### src/design/mas_pkg.sv
`timescale 1ns / 1ps
// Shared types and constants for the moving-average smoother.
// Used by the front, queue, back and core modules; depends on nothing.
package mas_pkg;

  localparam int MAX_WINDOW_DEF = 64;
  localparam int SAMPLE_BITS_DEF = 16;

  localparam int CFG_W = 7;
  localparam logic [CFG_W-1:0] CFG_RESET = 7'd16;

  // Must be a power of two so that the queue pointers wrap on their own.
  localparam int Q_DEPTH = 2;

  typedef enum logic [1:0] {
    F_IDLE,
    F_READ,
    F_SUM
  } front_state_t;

  typedef enum logic [1:0] {
    B_IDLE,
    B_DIV,
    B_DONE
  } back_state_t;

  typedef struct packed {
    logic full;
    logic empty;
  } q_status_t;

endpackage

### src/design/mas_ram.sv
`timescale 1ns / 1ps
// Generic single-port-write, single-port-read RAM with registered read data.
// Stands alone; no package needed.
module mas_ram #(
  parameter int WIDTH = 16,
  parameter int DEPTH = 64
) (
  input  logic                     clk,
  input  logic                     wr_en,
  input  logic [$clog2(DEPTH)-1:0] wr_addr,
  input  logic [WIDTH-1:0]         wr_data,
  input  logic                     rd_en,
  input  logic [$clog2(DEPTH)-1:0] rd_addr,
  output logic [WIDTH-1:0]         rd_data
);

  logic [WIDTH-1:0] mem [DEPTH];

  always_ff @(posedge clk) begin
    if (wr_en) begin
      mem[wr_addr] <= wr_data;
    end
    if (rd_en) begin
      rd_data <= mem[rd_addr];
    end
  end

endmodule

### src/design/mas_front.sv
`timescale 1ns / 1ps
// Front end: accepts samples, updates the ring history and the running sum,
// and hands each new sum to the queue. Uses mas_pkg and mas_ram.
module mas_front #(
  parameter int MAX_WINDOW = mas_pkg::MAX_WINDOW_DEF,
  parameter int SAMPLE_BITS = mas_pkg::SAMPLE_BITS_DEF,
  localparam int POS_W = $clog2(MAX_WINDOW),
  localparam int LEN_W = $clog2(MAX_WINDOW + 1),
  localparam int SUM_W = SAMPLE_BITS + $clog2(MAX_WINDOW)
) (
  input  logic                          clk,
  input  logic                          rst,
  input  logic                          clr,
  input  logic [LEN_W-1:0]              len,
  input  logic                          in_valid,
  output logic                          in_stall,
  input  logic signed [SAMPLE_BITS-1:0] sample_in,
  input  mas_pkg::q_status_t            q_status,
  output logic                          push,
  output logic [SUM_W-1:0]              push_sum
);

  mas_pkg::front_state_t state, state_next;
  logic signed [SAMPLE_BITS-1:0] sample;
  logic [POS_W-1:0] pos;
  logic [POS_W-1:0] pos_next;
  logic signed [SUM_W-1:0] sum;
  logic signed [SUM_W-1:0] sum_next;
  logic [MAX_WINDOW-1:0] written;
  logic rd_en;
  logic [SAMPLE_BITS-1:0] rd_data;
  logic [SAMPLE_BITS-1:0] old;

  mas_ram #(
    .WIDTH(SAMPLE_BITS),
    .DEPTH(MAX_WINDOW)
  ) u_history (
    .clk    (clk),
    .wr_en  (push),
    .wr_addr(pos),
    .wr_data(sample),
    .rd_en  (rd_en),
    .rd_addr(pos),
    .rd_data(rd_data)
  );

  always_comb begin
    state_next = state;
    in_stall = 1'b1;
    rd_en = 1'b0;
    push = 1'b0;
    unique case (state)
      mas_pkg::F_IDLE: begin
        in_stall = 1'b0;
        if (in_valid) begin
          state_next = mas_pkg::F_READ;
        end
      end
      mas_pkg::F_READ: begin
        rd_en = 1'b1;
        state_next = mas_pkg::F_SUM;
      end
      mas_pkg::F_SUM: begin
        if (!q_status.full) begin
          push = 1'b1;
          state_next = mas_pkg::F_IDLE;
        end
      end
      default: begin
        state_next = mas_pkg::F_IDLE;
      end
    endcase
  end

  // Entries never written since the last clear read as zero.
  assign old = written[pos] ? rd_data : '0;
  assign sum_next = sum + SUM_W'(sample) - SUM_W'($signed(old));
  assign pos_next = (LEN_W'(pos) + LEN_W'(1) == len) ? '0 : pos + POS_W'(1);
  assign push_sum = sum_next;

  always_ff @(posedge clk) begin
    if (rst) begin
      state <= mas_pkg::F_IDLE;
      pos <= '0;
      sum <= '0;
      written <= '0;
    end else begin
      state <= state_next;
      if (clr) begin
        pos <= '0;
        sum <= '0;
        written <= '0;
      end else if (push) begin
        pos <= pos_next;
        sum <= sum_next;
        written[pos] <= 1'b1;
      end
    end
  end

  always_ff @(posedge clk) begin
    if (state == mas_pkg::F_IDLE && in_valid) begin
      sample <= sample_in;
    end
  end

  a_pos_in_window: assert property (@(posedge clk) disable iff (rst)
    LEN_W'(pos) < len)
    else $error("write position outside the active window");

endmodule

### src/design/mas_queue.sv
`timescale 1ns / 1ps
// Short queue of running sums between the front and back ends.
// Uses mas_pkg for its depth and status type.
module mas_queue #(
  parameter int WIDTH = 22
) (
  input  logic               clk,
  input  logic               rst,
  input  logic               push,
  input  logic [WIDTH-1:0]   push_data,
  input  logic               pop,
  output logic [WIDTH-1:0]   pop_data,
  output mas_pkg::q_status_t status
);

  localparam int PTR_W = (mas_pkg::Q_DEPTH > 1) ? $clog2(mas_pkg::Q_DEPTH) : 1;
  localparam int CNT_W = $clog2(mas_pkg::Q_DEPTH + 1);

  logic [WIDTH-1:0] entries [mas_pkg::Q_DEPTH];
  logic [PTR_W-1:0] wr_ptr;
  logic [PTR_W-1:0] rd_ptr;
  logic [CNT_W-1:0] count;

  assign status.full = (count == CNT_W'(mas_pkg::Q_DEPTH));
  assign status.empty = (count == '0);
  assign pop_data = entries[rd_ptr];

  always_ff @(posedge clk) begin
    if (rst) begin
      wr_ptr <= '0;
      rd_ptr <= '0;
      count <= '0;
    end else begin
      if (push) begin
        wr_ptr <= wr_ptr + PTR_W'(1);
      end
      if (pop) begin
        rd_ptr <= rd_ptr + PTR_W'(1);
      end
      if (push && !pop) begin
        count <= count + CNT_W'(1);
      end else if (pop && !push) begin
        count <= count - CNT_W'(1);
      end
    end
  end

  always_ff @(posedge clk) begin
    if (push) begin
      entries[wr_ptr] <= push_data;
    end
  end

  a_no_overflow: assert property (@(posedge clk) disable iff (rst)
    push |-> !status.full)
    else $error("push into a full queue");

  a_no_underflow: assert property (@(posedge clk) disable iff (rst)
    pop |-> !status.empty)
    else $error("pop from an empty queue");

endmodule

### src/design/mas_back.sv
`timescale 1ns / 1ps
// Back end: divides each running sum by the window length one quotient bit
// per cycle and holds the result in the output register. Uses mas_pkg.
module mas_back #(
  parameter int MAX_WINDOW = mas_pkg::MAX_WINDOW_DEF,
  parameter int SAMPLE_BITS = mas_pkg::SAMPLE_BITS_DEF,
  localparam int LEN_W = $clog2(MAX_WINDOW + 1),
  localparam int SUM_W = SAMPLE_BITS + $clog2(MAX_WINDOW)
) (
  input  logic                   clk,
  input  logic                   rst,
  input  logic [LEN_W-1:0]       len,
  input  mas_pkg::q_status_t     q_status,
  output logic                   pop,
  input  logic [SUM_W-1:0]       pop_sum,
  output logic                   out_valid,
  input  logic                   out_stall,
  output logic [SUM_W-1:0]       window_sum,
  output logic [SAMPLE_BITS-1:0] average_out
);

  localparam int CNT_W = $clog2(SUM_W);

  mas_pkg::back_state_t state, state_next;
  logic load;
  logic [SUM_W-1:0] sum_hold;
  logic neg;
  logic [SUM_W-1:0] mag;
  logic [SUM_W-1:0] quo;
  logic [SUM_W-1:0] quo_next;
  logic [LEN_W-1:0] rem;
  logic [LEN_W-1:0] rem_next;
  logic [LEN_W:0] rem_shift;
  logic ge;
  logic [CNT_W-1:0] cnt;
  logic [SUM_W-1:0] quo_signed;

  always_comb begin
    state_next = state;
    pop = 1'b0;
    load = 1'b0;
    unique case (state)
      mas_pkg::B_IDLE: begin
        if (!q_status.empty) begin
          pop = 1'b1;
          state_next = mas_pkg::B_DIV;
        end
      end
      mas_pkg::B_DIV: begin
        if (cnt == CNT_W'(SUM_W - 1)) begin
          state_next = mas_pkg::B_DONE;
        end
      end
      mas_pkg::B_DONE: begin
        if (!out_valid || !out_stall) begin
          load = 1'b1;
          state_next = mas_pkg::B_IDLE;
        end
      end
      default: begin
        state_next = mas_pkg::B_IDLE;
      end
    endcase
  end

  assign mag = pop_sum[SUM_W-1] ? SUM_W'(-pop_sum) : pop_sum;
  assign rem_shift = {rem, quo[SUM_W-1]};
  assign ge = (rem_shift >= {1'b0, len});
  assign rem_next = ge ? LEN_W'(rem_shift - {1'b0, len}) : rem_shift[LEN_W-1:0];
  assign quo_next = {quo[SUM_W-2:0], ge};
  assign quo_signed = neg ? SUM_W'(-quo) : quo;

  always_ff @(posedge clk) begin
    if (rst) begin
      state <= mas_pkg::B_IDLE;
      out_valid <= 1'b0;
    end else begin
      state <= state_next;
      if (load) begin
        out_valid <= 1'b1;
      end else if (!out_stall) begin
        out_valid <= 1'b0;
      end
    end
  end

  always_ff @(posedge clk) begin
    if (pop) begin
      sum_hold <= pop_sum;
      neg <= pop_sum[SUM_W-1];
      quo <= mag;
      rem <= '0;
      cnt <= '0;
    end else if (state == mas_pkg::B_DIV) begin
      quo <= quo_next;
      rem <= rem_next;
      cnt <= cnt + CNT_W'(1);
    end
    if (load) begin
      window_sum <= sum_hold;
      average_out <= quo_signed[SAMPLE_BITS-1:0];
    end
  end

  a_no_overwrite: assert property (@(posedge clk) disable iff (rst)
    (out_valid && out_stall) |-> !load)
    else $error("output register overwritten while a request is pending");

endmodule

### src/design/moving_average_smoother_core.sv
`timescale 1ns / 1ps
// Moving-average smoother: ring-buffer box filter with a bit-serial divider.
// A sample passes the front end's read and sum states, the queue, then the divider's divide and done states.
// Throughput is set by the serial divider, which pops a new sum only when done with the last one.
// A two-entry queue lets the front end take samples while the divider is busy.
// Synchronous reset clears the history, sum and position and sets the window to 16.
// Writing the window length clears the history, sum and position the same way.
module moving_average_smoother_core #(
  parameter int MAX_WINDOW = mas_pkg::MAX_WINDOW_DEF,
  parameter int SAMPLE_BITS = mas_pkg::SAMPLE_BITS_DEF,
  localparam int LEN_W = $clog2(MAX_WINDOW + 1),
  localparam int SUM_W = SAMPLE_BITS + $clog2(MAX_WINDOW)
) (
  input  logic                          clk,
  input  logic                          rst,
  input  logic                          cfg_valid,
  output logic                          cfg_ready,
  input  logic [mas_pkg::CFG_W-1:0]     window_length,
  input  logic                          in_valid,
  output logic                          in_stall,
  input  logic signed [SAMPLE_BITS-1:0] sample_in,
  output logic                          out_valid,
  input  logic                          out_stall,
  output logic signed [SUM_W-1:0]       window_sum,
  output logic signed [SAMPLE_BITS-1:0] average_out
);

  logic [mas_pkg::CFG_W-1:0] window_reg;
  logic clr;
  logic [LEN_W-1:0] len;
  mas_pkg::q_status_t q_status;
  logic push;
  logic [SUM_W-1:0] push_sum;
  logic pop;
  logic [SUM_W-1:0] pop_sum;
  logic [SUM_W-1:0] sum_out;
  logic [SAMPLE_BITS-1:0] avg_out;

  assign cfg_ready = 1'b1;
  assign clr = cfg_valid && cfg_ready;

  always_ff @(posedge clk) begin
    if (rst) begin
      window_reg <= mas_pkg::CFG_RESET;
    end else if (clr) begin
      window_reg <= window_length;
    end
  end

  // A zero length acts as one; lengths past the store size saturate.
  always_comb begin
    if (window_reg == '0) begin
      len = LEN_W'(1);
    end else if (32'(window_reg) > 32'(MAX_WINDOW)) begin
      len = LEN_W'(MAX_WINDOW);
    end else begin
      len = LEN_W'(window_reg);
    end
  end

  mas_front #(
    .MAX_WINDOW (MAX_WINDOW),
    .SAMPLE_BITS(SAMPLE_BITS)
  ) u_front (
    .clk      (clk),
    .rst      (rst),
    .clr      (clr),
    .len      (len),
    .in_valid (in_valid),
    .in_stall (in_stall),
    .sample_in(sample_in),
    .q_status (q_status),
    .push     (push),
    .push_sum (push_sum)
  );

  mas_queue #(
    .WIDTH(SUM_W)
  ) u_queue (
    .clk      (clk),
    .rst      (rst),
    .push     (push),
    .push_data(push_sum),
    .pop      (pop),
    .pop_data (pop_sum),
    .status   (q_status)
  );

  mas_back #(
    .MAX_WINDOW (MAX_WINDOW),
    .SAMPLE_BITS(SAMPLE_BITS)
  ) u_back (
    .clk        (clk),
    .rst        (rst),
    .len        (len),
    .q_status   (q_status),
    .pop        (pop),
    .pop_sum    (pop_sum),
    .out_valid  (out_valid),
    .out_stall  (out_stall),
    .window_sum (sum_out),
    .average_out(avg_out)
  );

  assign window_sum = $signed(sum_out);
  assign average_out = $signed(avg_out);

endmodule

### config.mk
export PLATFORM = sky130hd
export DESIGN_NAME = moving_average_smoother_core
export DESIGN_NICKNAME = d
export VERILOG_FILES = /design/src/design/mas_pkg.sv /design/src/design/mas_ram.sv /design/src/design/mas_front.sv /design/src/design/mas_queue.sv /design/src/design/mas_back.sv /design/src/design/moving_average_smoother_core.sv
export SDC_FILE = /design/constraint.sdc
export NUM_CORES = 1
export LEC_CHECK = 0
export ABC_CLOCK_PERIOD_IN_PS = 7200
export BUFFER_PORTS_ARGS = -buffer_cell sky130_fd_sc_hd__buf_4
export CORE_ASPECT_RATIO = 1.75
export CORE_MARGIN = 2
export CORE_UTILIZATION = 48
export CTS_CLUSTER_SIZE = 8
export DETAILED_ROUTE_END_ITERATION = 8
export PLACE_DENSITY = 0.64
export SETUP_SLACK_MARGIN = 0.1
export SKIP_CTS_REPAIR_TIMING = 1
export SLEW_MARGIN = 20
export SYNTH_ARGS = -nofsm -noshare
export SYNTH_HDL_FRONTEND = slang
export SYNTH_SLANG_ARGS = --single-unit
export TNS_END_PERCENT = 100
### constraint.sdc
create_clock -name clk -period 7.2 [get_ports clk]
set_input_delay 0.36 -clock clk [delete_from_list [all_inputs] [get_ports clk]]
set_output_delay 0.36 -clock clk [all_outputs]
set_load 0.005 [all_outputs]
==> flow_metrics.py, run 1 <==
metrics = {
    "synthesis": {
        "yosysTopAreaCellShare_pct": 71.6,
        "synthArstFlopShare_pct": 0,
        "ys_ff_latch": 1303,
        "synthTopCellsByArea": "edfxtp_1, a22oi_1, dfxtp_1",
        "synth-edff-count": 1182,
        "synth_warnings": 0,
        "synth_seq_area_share_pct": 76.5,
        "ys_types": 71,
        "syn_avg_cell_area_um2": 15.8,
        "syn_area_um2": 49600,
        "yosys_most_used_dff": "edfxtp_1",
        "synth_nets": 3213,
        "syn_inst": 3128,
        "yosysTopAreaCell": "edfxtp_1",
    },
    "detailed_routing": {
        "vias": 30400,
        "wire_per_inst_um": 30.5,
        "ant_nets": 0,
        "via_per_inst": 6.30,
        "drtIter0Drc": 3534,
        "first_pass_iters": 8,
        "totalWireLength_mm": 147,
        "drc": 0,
    },
    "worst_setup_path": {
        "end_kind": "flip-flop",
        "cp_cell_sequence": "and3b_4, a22o_1, o31ai_1, or4b_1, nor2_1, and2b_1, ha_1, inv_1, ha_1, fa_1, a21o_1, nor2b_1, o311ai_0, a21oi_1, o2111ai_1, a21boi_0, nand3b_1, a21oi_1",
        "regToRegStartpoint": "u_front.pos[2]$_SDFFE_PP0P_",
        "critical_path_class": "reg2reg",
        "ff2ff_path_depth": 18,
        "arrival_ps": 6810,
        "regToRegSetupSlack_ps": 1100,
        "cpPeakStageDelay_ps": 770,
        "slowest_stage": "dfxtp_1",
        "cp_max_fo": 25,
        "critPathRequiredTime_ps": 7910,
        "setup.worst_path.start": "u_front.pos[2]$_SDFFE_PP0P_",
        "path_depth": 18,
        "crit_path_start_kind": "flip-flop",
        "crit_end": "u_front.sum[20]$_SDFFE_PP0P_",
        "critPathBufInv": 1,
        "cp_top_family": "compound AO/OA/AOI/OAI gates",
        "r2r-end": "u_front.sum[20]$_SDFFE_PP0P_",
    },
    "timing": {
        "min_period_ps": 6100,
        "hold_violations": 0,
        "fin_skew_ps": 32.6,
        "max_slew_margin_pct": 11.8,
        "setup_viol": 0,
        "rsz0062_at_grt": "false",
        "finalCritPeriodShare_pct": 84.7,
        "tns_ps": 0,
        "drv_slew": 0,
        "fmax_mhz": 164,
        "tightest_slew_ps": 1310,
    },
    "power": {
        "p_per_area_nw_per_um2": 308,
        "peakVddDrop_uv": 417,
        "power_switching_w": 0.00406,
        "leakagePower_nw": 18.6,
        "comb_power_share_pct": 7.6,
        "p_seq_share_pct": 49.4,
        "power_w": 0.0178,
        "clockPowerShare_pct": 43.1,
        "swShare_pct": 22.8,
        "p_int_w": 0.0137,
    },
    "finish": {
        "layout.nets": 3472,
        "postLayoutCoreUtil_pct": 56.1,
        "largest_registers": "u_front.u_history.mem: 1024 flops, u_front.written: 64 flops, u_queue.entries: 44 flops",
        "layoutNonFillerInstCount": 4827,
        "multi_input_area_um2": 10600,
        "max_flop_register": "u_front.u_history.mem",
        "largest_reg_flops": 1024,
        "syn2layout_area_growth_pct": 16.5,
        "final_layout_size_suffix_gt1_share_pct": 12.9,
        "fillers": 7862,
        "final-seq-area_um2": 37900,
    },
    "global_route": {
        "grt_max_degree": 93,
        "antenna_found_initial": 5,
        "grt_remaining_overflow": 0,
        "grt_use_total_pct": 27.9,
        "first_global_vias": 30800,
        "grt_pass1_wl_mm": 211,
    },
    "floorplanning": {
        "die-area_um2": 106000,
        "fp.dieH_um": 429,
        "initial_core_util_pct": 48.2,
        "io_pins": 69,
        "die_w_um": 247,
        "fp-row-count": 156,
        "core_area_um2": 103000,
    },
    "min_path": {
        "holdCritPathClass": "in2reg",
    },
    "place": {
        "portBuffers": 67,
        "dp.cells": 4507,
        "globalplace.congestion": 0.941,
        "dp_hpwl_mm": 89.8,
    },
    "clocking": {
        "root_buffer": "clkbuf_16",
        "cts_tree": "built",
        "cts_sinks": 1303,
        "clockBufferDepth": 3,
        "clk_pin_slew_ps": 50,
        "cts_buffers": 180,
        "htree_levels": 4,
        "clock_latency_ps": 790,
    },
    "run": {
        "max-cap-violations": 0,
    },
    "status": {
        "outcome": "completed",
    },
}
==> routing by layer <==
metal  up-vias  routed length (um)  global-route usage [%]
met5         -                   9                       0
met4         2               11900                    20.1
met3       422               11900                    5.82
met2      1593               74400                    47.2
met1     15500               49000                    31.0
li1      12900                   -                       -
==> cells in the mapped netlist (11+ instances only) <==
master	number
nand4_1	33
edfxtp_1	1182
nor2b_1	21
a22oi_1	477
nand2_1	98
xor2_1	21
a31oi_1	39
nor2_1	245
nor4_1	20
inv_1	106
ha_1	35
a22o_1	34
nor3_1	16
a21oi_1	80
xnor2_1	49
o21ai_0	56
fa_1	22
clkbuf_1	144
buf_2	16
a41oi_1	77
dfxtp_1	121
a221oi_1	32
a21o_1	11
mux2i_1	29
nand3_1	21
buf_1	17
==> how the worst min path moves through the flow <==
| stage | from | slack (ps) | cells past startpoint | to |
|---|---|---|---|---|
| floorplan | u_back.sum_hold[0]$_DFFE_PP_ | 400 | 0 | u_back.window_sum[0]$_DFFE_PP_ |
| global route | cfg_valid | 190 | 4 | u_front.sum[15]$_SDFFE_PP0P_ |
| CTS | sample_in[5] | -290 | 1 | u_front.sample[5]$_DFFE_PP_ |
| global placement | u_back.sum_hold[12]$_DFFE_PP_ | 400 | 0 | u_back.window_sum[12]$_DFFE_PP_ |
| detailed placement | u_back.sum_hold[8]$_DFFE_PP_ | 410 | 0 | u_back.window_sum[8]$_DFFE_PP_ |
| finish | cfg_valid | 200 | 4 | u_front.sum[15]$_SDFFE_PP0P_ |
==> worst reg2reg max path: stages, from the launching register on <==
cell	delay [ps]
dfxtp_1	770
and3b_4	440
a22o_1	290
o31ai_1	290
or4b_1	510
nor2_1	430
and2b_1	250
ha_1	270
inv_1	40
ha_1	220
fa_1	480
a21o_1	210
nor2b_1	150
o311ai_0	620
a21oi_1	300
o2111ai_1	300
a21boi_0	150
nand3b_1	200
a21oi_1	130
==> cell families after synthesis <==
group           count (synthesis)  share of synthesized area, %
flops                        1303                          76.5
compound gates                850                          12.5
simple gates                  522                          4.90
buf+inv                       288                          2.27
xor+xnor                       71                          1.27
fa+ha+maj                      57                          1.77
mux                            36                         0.745
other cells                     1                       0.00756
==> layout make-up <==
class                      instances  area share, %
clock buffer                     266           8.54
timing repair buffer             258           3.58
sequential                      1303           65.7
antenna                            3         0.0130
multi-input combinational       1537           18.4
clock inverter                    10          0.204
inverter                         107          0.696
tap                             1343           2.91
==> through the flow <==
| stage | setup slack [ps] | cell area (um^2) | hold slack, ps |
|---|---|---|---|
| CTS | 1230 | 57300 | -291 |
| detailed placement | 1250 | 52200 | 405 |
| floorplan | 2440 | 49600 | 400 |
| global placement | 1330 | 52200 | 403 |
| finish | 1100 | 57700 | 198 |
| global route | 872 | 57700 | 189 |
==> placed cells by master (no fill, tap or decap), types with 5 or more instances in the layout <==
cell type,synthesis,layout
a22o_1,34,34
ha_1,35,35
dfxtp_1,121,121
or3_1,6,6
nor2_1,245,243
or2_2,6,5
nor2b_1,21,20
a31oi_1,39,38
clkbuf_16,0,185
inv_1,106,106
nand2b_1,10,10
o211ai_1,7,7
o31ai_1,6,6
fa_1,22,22
a41oi_1,77,77
edfxtp_1,1182,1182
and3_1,6,5
or4_1,5,5
mux2i_1,29,29
mux2_2,7,7
nand2_1,98,98
nor4_1,20,18
dlygate4sd3_1,0,40
clkbuf_1,144,81
a221oi_1,32,32
nand3b_1,5,5
xor2_1,21,21
buf_4,1,216
a21oi_1,80,79
xnor2_1,49,49
o21ai_0,56,56
a22oi_1,477,477
nor3_1,16,16
a21o_1,11,11
nand4_1,33,33
nand3_1,21,21
inv_6,0,6
==> power groups by stage <==
stage	combinational, W	clock, W	sequential, W
floorplan	0.000861	0	0.00891
CTS	0.00133	0.00775	0.00879
finish	0.00135	0.00766	0.00879
detailed placement	0.00132	0	0.00893
global placement	0.00126	0	0.00892
global route	0.00149	0.00804	0.00881
No activity file was read; power rests on OpenSTA's default activity.
==> inputs of run 2 (changes only) <==
- ABC_AREA: not set -> 1
- ABC_CLOCK_PERIOD_IN_PS: 7200 -> 6340
- clock period: 7.2 -> 6.34 ns (I/O delays scaled with it)
==> run 2 against run 1 <==
Synthesized cell count increased by 29%. First-iteration DRC count shrank 16%. Highest routed layer unchanged. Die area is 3.7% higher. Sequential power grew 14%. Largest cell class unchanged.
==> flow_metrics.py, run 2 <==
metrics = {
    "worst_setup_path": {
        "cp_cell_sequence": "buf_4, nand2_1, nand3_1, nand2_1, o21ai_1, nand2_1, nor2_2, a21boi_0, fa_1, inv_1, fa_1, nand3_1, nand2_1, a21boi_0, o21ai_0, nand3_1, nand2_1, nand2_1, nand2_1, nand2_1, nand2_1, o21bai_1, inv_1",
        "end_kind": "flip-flop",
        "cpPeakStageDelay_ps": 530,
        "slowest_stage": "fa_1",
        "cp_max_fo": 45,
        "arrival_ps": 5510,
        "critPathRequiredTime_ps": 7020,
        "cp_top_family": "simple AND/OR/NAND/NOR gates",
        "crit_path_start_kind": "flip-flop",
        "critical_path_class": "reg2reg",
        "crit_top_cell": "nand2_1",
        "critPathBufInv": 3,
    },
    "timing": {
        "tightest_slew_ps": 1270,
        "rsz0062_at_grt": "false",
        "fmax_mhz": 207,
        "fin_skew_ps": 23.9,
        "finalCritPeriodShare_pct": 76.3,
        "tns_ps": 0,
        "min_period_ps": 4840,
        "holdWs_ps": 4.19,
        "max_slew_margin_pct": 14.6,
        "fin_ws_ps": 1500,
        "drv_slew": 0,
        "setup_viol": 0,
        "hold_violations": 0,
    },
    "detailed_routing": {
        "via_per_inst": 5.75,
        "drc": 0,
        "totalWireLength_mm": 145,
        "ant_nets": 0,
        "vias": 32800,
        "wire_per_inst_um": 25.5,
        "drtIter0Drc": 2986,
        "first_pass_iters": 5,
    },
    "finish": {
        "layoutNonFillerInstCount": 5707,
        "final_common_cell": "edfxtp_1",
        "max_flop_register": "u_front.u_history.mem",
        "fillers": 8358,
        "final_cell_mix": "edfxtp_1, nand2_1, inv_1",
        "postLayoutCoreUtil_pct": 56.1,
        "final_layout_size_suffix_gt1_share_pct": 10.5,
        "syn2layout_area_growth_pct": 15.7,
        "largest_registers": "u_front.u_history.mem: 1024 flops, u_front.written: 64 flops, u_queue.entries: 44 flops",
        "layout.nets": 4359,
        "largest_reg_flops": 1024,
    },
    "global_route": {
        "grt_max_degree": 73,
        "antenna_found_initial": 3,
        "grt_remaining_overflow": 0,
        "grt_use_total_pct": 26.6,
        "grt_pass1_wl_mm": 211,
        "first_global_vias": 32400,
    },
    "synthesis": {
        "synth.most_common_cell": "edfxtp_1",
        "ys_top_cells_by_count": "edfxtp_1, nand2_1, inv_1",
        "ys_types": 52,
        "syn_area_um2": 51400,
        "synth_warnings": 0,
        "syn_inst": 4022,
        "synthTopCellsByArea": "edfxtp_1, nand2_1, dfxtp_1",
        "synthArstFlopShare_pct": 0,
        "yosys_most_used_dff": "edfxtp_1",
        "yosysTopAreaCell": "edfxtp_1",
        "yosysTopAreaCellShare_pct": 69.0,
        "syn_avg_cell_area_um2": 12.8,
        "synth_seq_area_share_pct": 73.7,
        "synth-edff-count": 1182,
        "synth_nets": 4107,
        "ys_ff_latch": 1303,
    },
    "status": {
        "outcome": "completed",
    },
    "clocking": {
        "htree_levels": 4,
        "cts_sinks": 1303,
        "clk_pin_slew_ps": 60,
        "cts_buffers": 180,
        "clockBufferDepth": 3,
        "clock_latency_ps": 790,
        "cts_tree": "built",
        "root_buffer": "clkbuf_16",
    },
    "floorplanning": {
        "io_pins": 69,
        "core_area_um2": 106000,
        "fp-row-count": 158,
        "initial_core_util_pct": 48.5,
        "die-area_um2": 110000,
        "die_w_um": 251,
        "fp.dieH_um": 437,
    },
    "place": {
        "globalplace.congestion": 0.933,
        "dp_hpwl_mm": 89.5,
        "dp.cells": 5418,
        "place_ws_ps": 1590,
        "portBuffers": 67,
    },
    "power": {
        "leakagePower_nw": 21.1,
        "p_per_area_nw_per_um2": 342,
        "peakVddDrop_uv": 250,
    },
    "run": {
        "max-cap-violations": 0,
    },
    "min_path": {
        "holdCritPathClass": "in2reg",
    },
}
## run 2: worst register-to-register path, cell delays in order, from the launching register on
cell,delay (ps)
dfxtp_2,350
buf_4,420
nand2_1,130
nand3_1,90
nand2_1,60
o21ai_1,170
nand2_1,80
nor2_2,510
a21boi_0,250
fa_1,530
inv_1,60
fa_1,400
nand3_1,90
nand2_1,150
a21boi_0,390
o21ai_0,290
nand3_1,140
nand2_1,100
nand2_1,100
nand2_1,60
nand2_1,60
nand2_1,80
o21bai_1,140
inv_1,50
## run 2: path summary, 6_finish.rpt
| kind | startpoint | end | slack, ps | depth (start not counted) |
|---|---|---|---|---|
| worst max register to register | u_front.pos[0]$_SDFFE_PP0P_ | u_front.sum[18]$_SDFFE_PP0P_ | 1500 | 23 |
| worst min register to register | u_back.sum_hold[0]$_DFFE_PP_ | u_back.window_sum[0]$_DFFE_PP_ | 410 | 0 |
| worst min-delay path | cfg_valid | window_reg[4]$_SDFFE_PP1P_ | 4 | 4 |
| worst max-delay path | u_front.pos[0]$_SDFFE_PP0P_ | u_front.sum[18]$_SDFFE_PP0P_ | 1500 | 23 |
## run 2: report_power, final
| part | leakage (nW) | switching, W | internal [W] |
|---|---|---|---|
| registers | 11.6 | 0.000148 | 0.00984 |
| logic | 7.06 | 0.00123 | 0.000525 |
| clock network | 2.40 | 0.00346 | 0.00516 |
## run 2: layout make-up
class	instances	area (um^2)	area share [%]
flip-flops and latches	1303	37900	63.7
clock inverters	14	229	0.385
inverters	374	1410	2.37
repair buffers	228	1920	3.23
clock buffers	240	4750	7.98
multi-input cells	2187	11600	19.5
diodes	1	2.50	0.00420
well taps	1360	1700	2.86
## run 2: cells by family after synthesis
family                     after synthesis  share of synthesized area (%)
muxes                                    4                         0.0876
DFF                                   1303                           73.7
and+or+nand+nor                       1495                           11.9
other                                    1                        0.00729
xor gates and xnor gates                61                           1.04
buffers and inverters                  532                           4.11
AOI/OAI and AO/OA                      569                           7.42
adders and majority gates               57                           1.71
## run 2: through the flow
stage	power, W	area [um^2]
detailed placement	0.0119	54200
global route	0.0210	59500
CTS	0.0204	59200
global placement	0.0118	54200
finish	0.0204	59500
floorplan	0.0113	51400
## run 2: per-layer routing
layer | global-route usage (%) | wire length (um)
met5 | 0 | 27
met4 | 16.2 | 9460
met3 | 4.28 | 9240
met2 | 47.7 | 75400
met1 | 29.5 | 51300
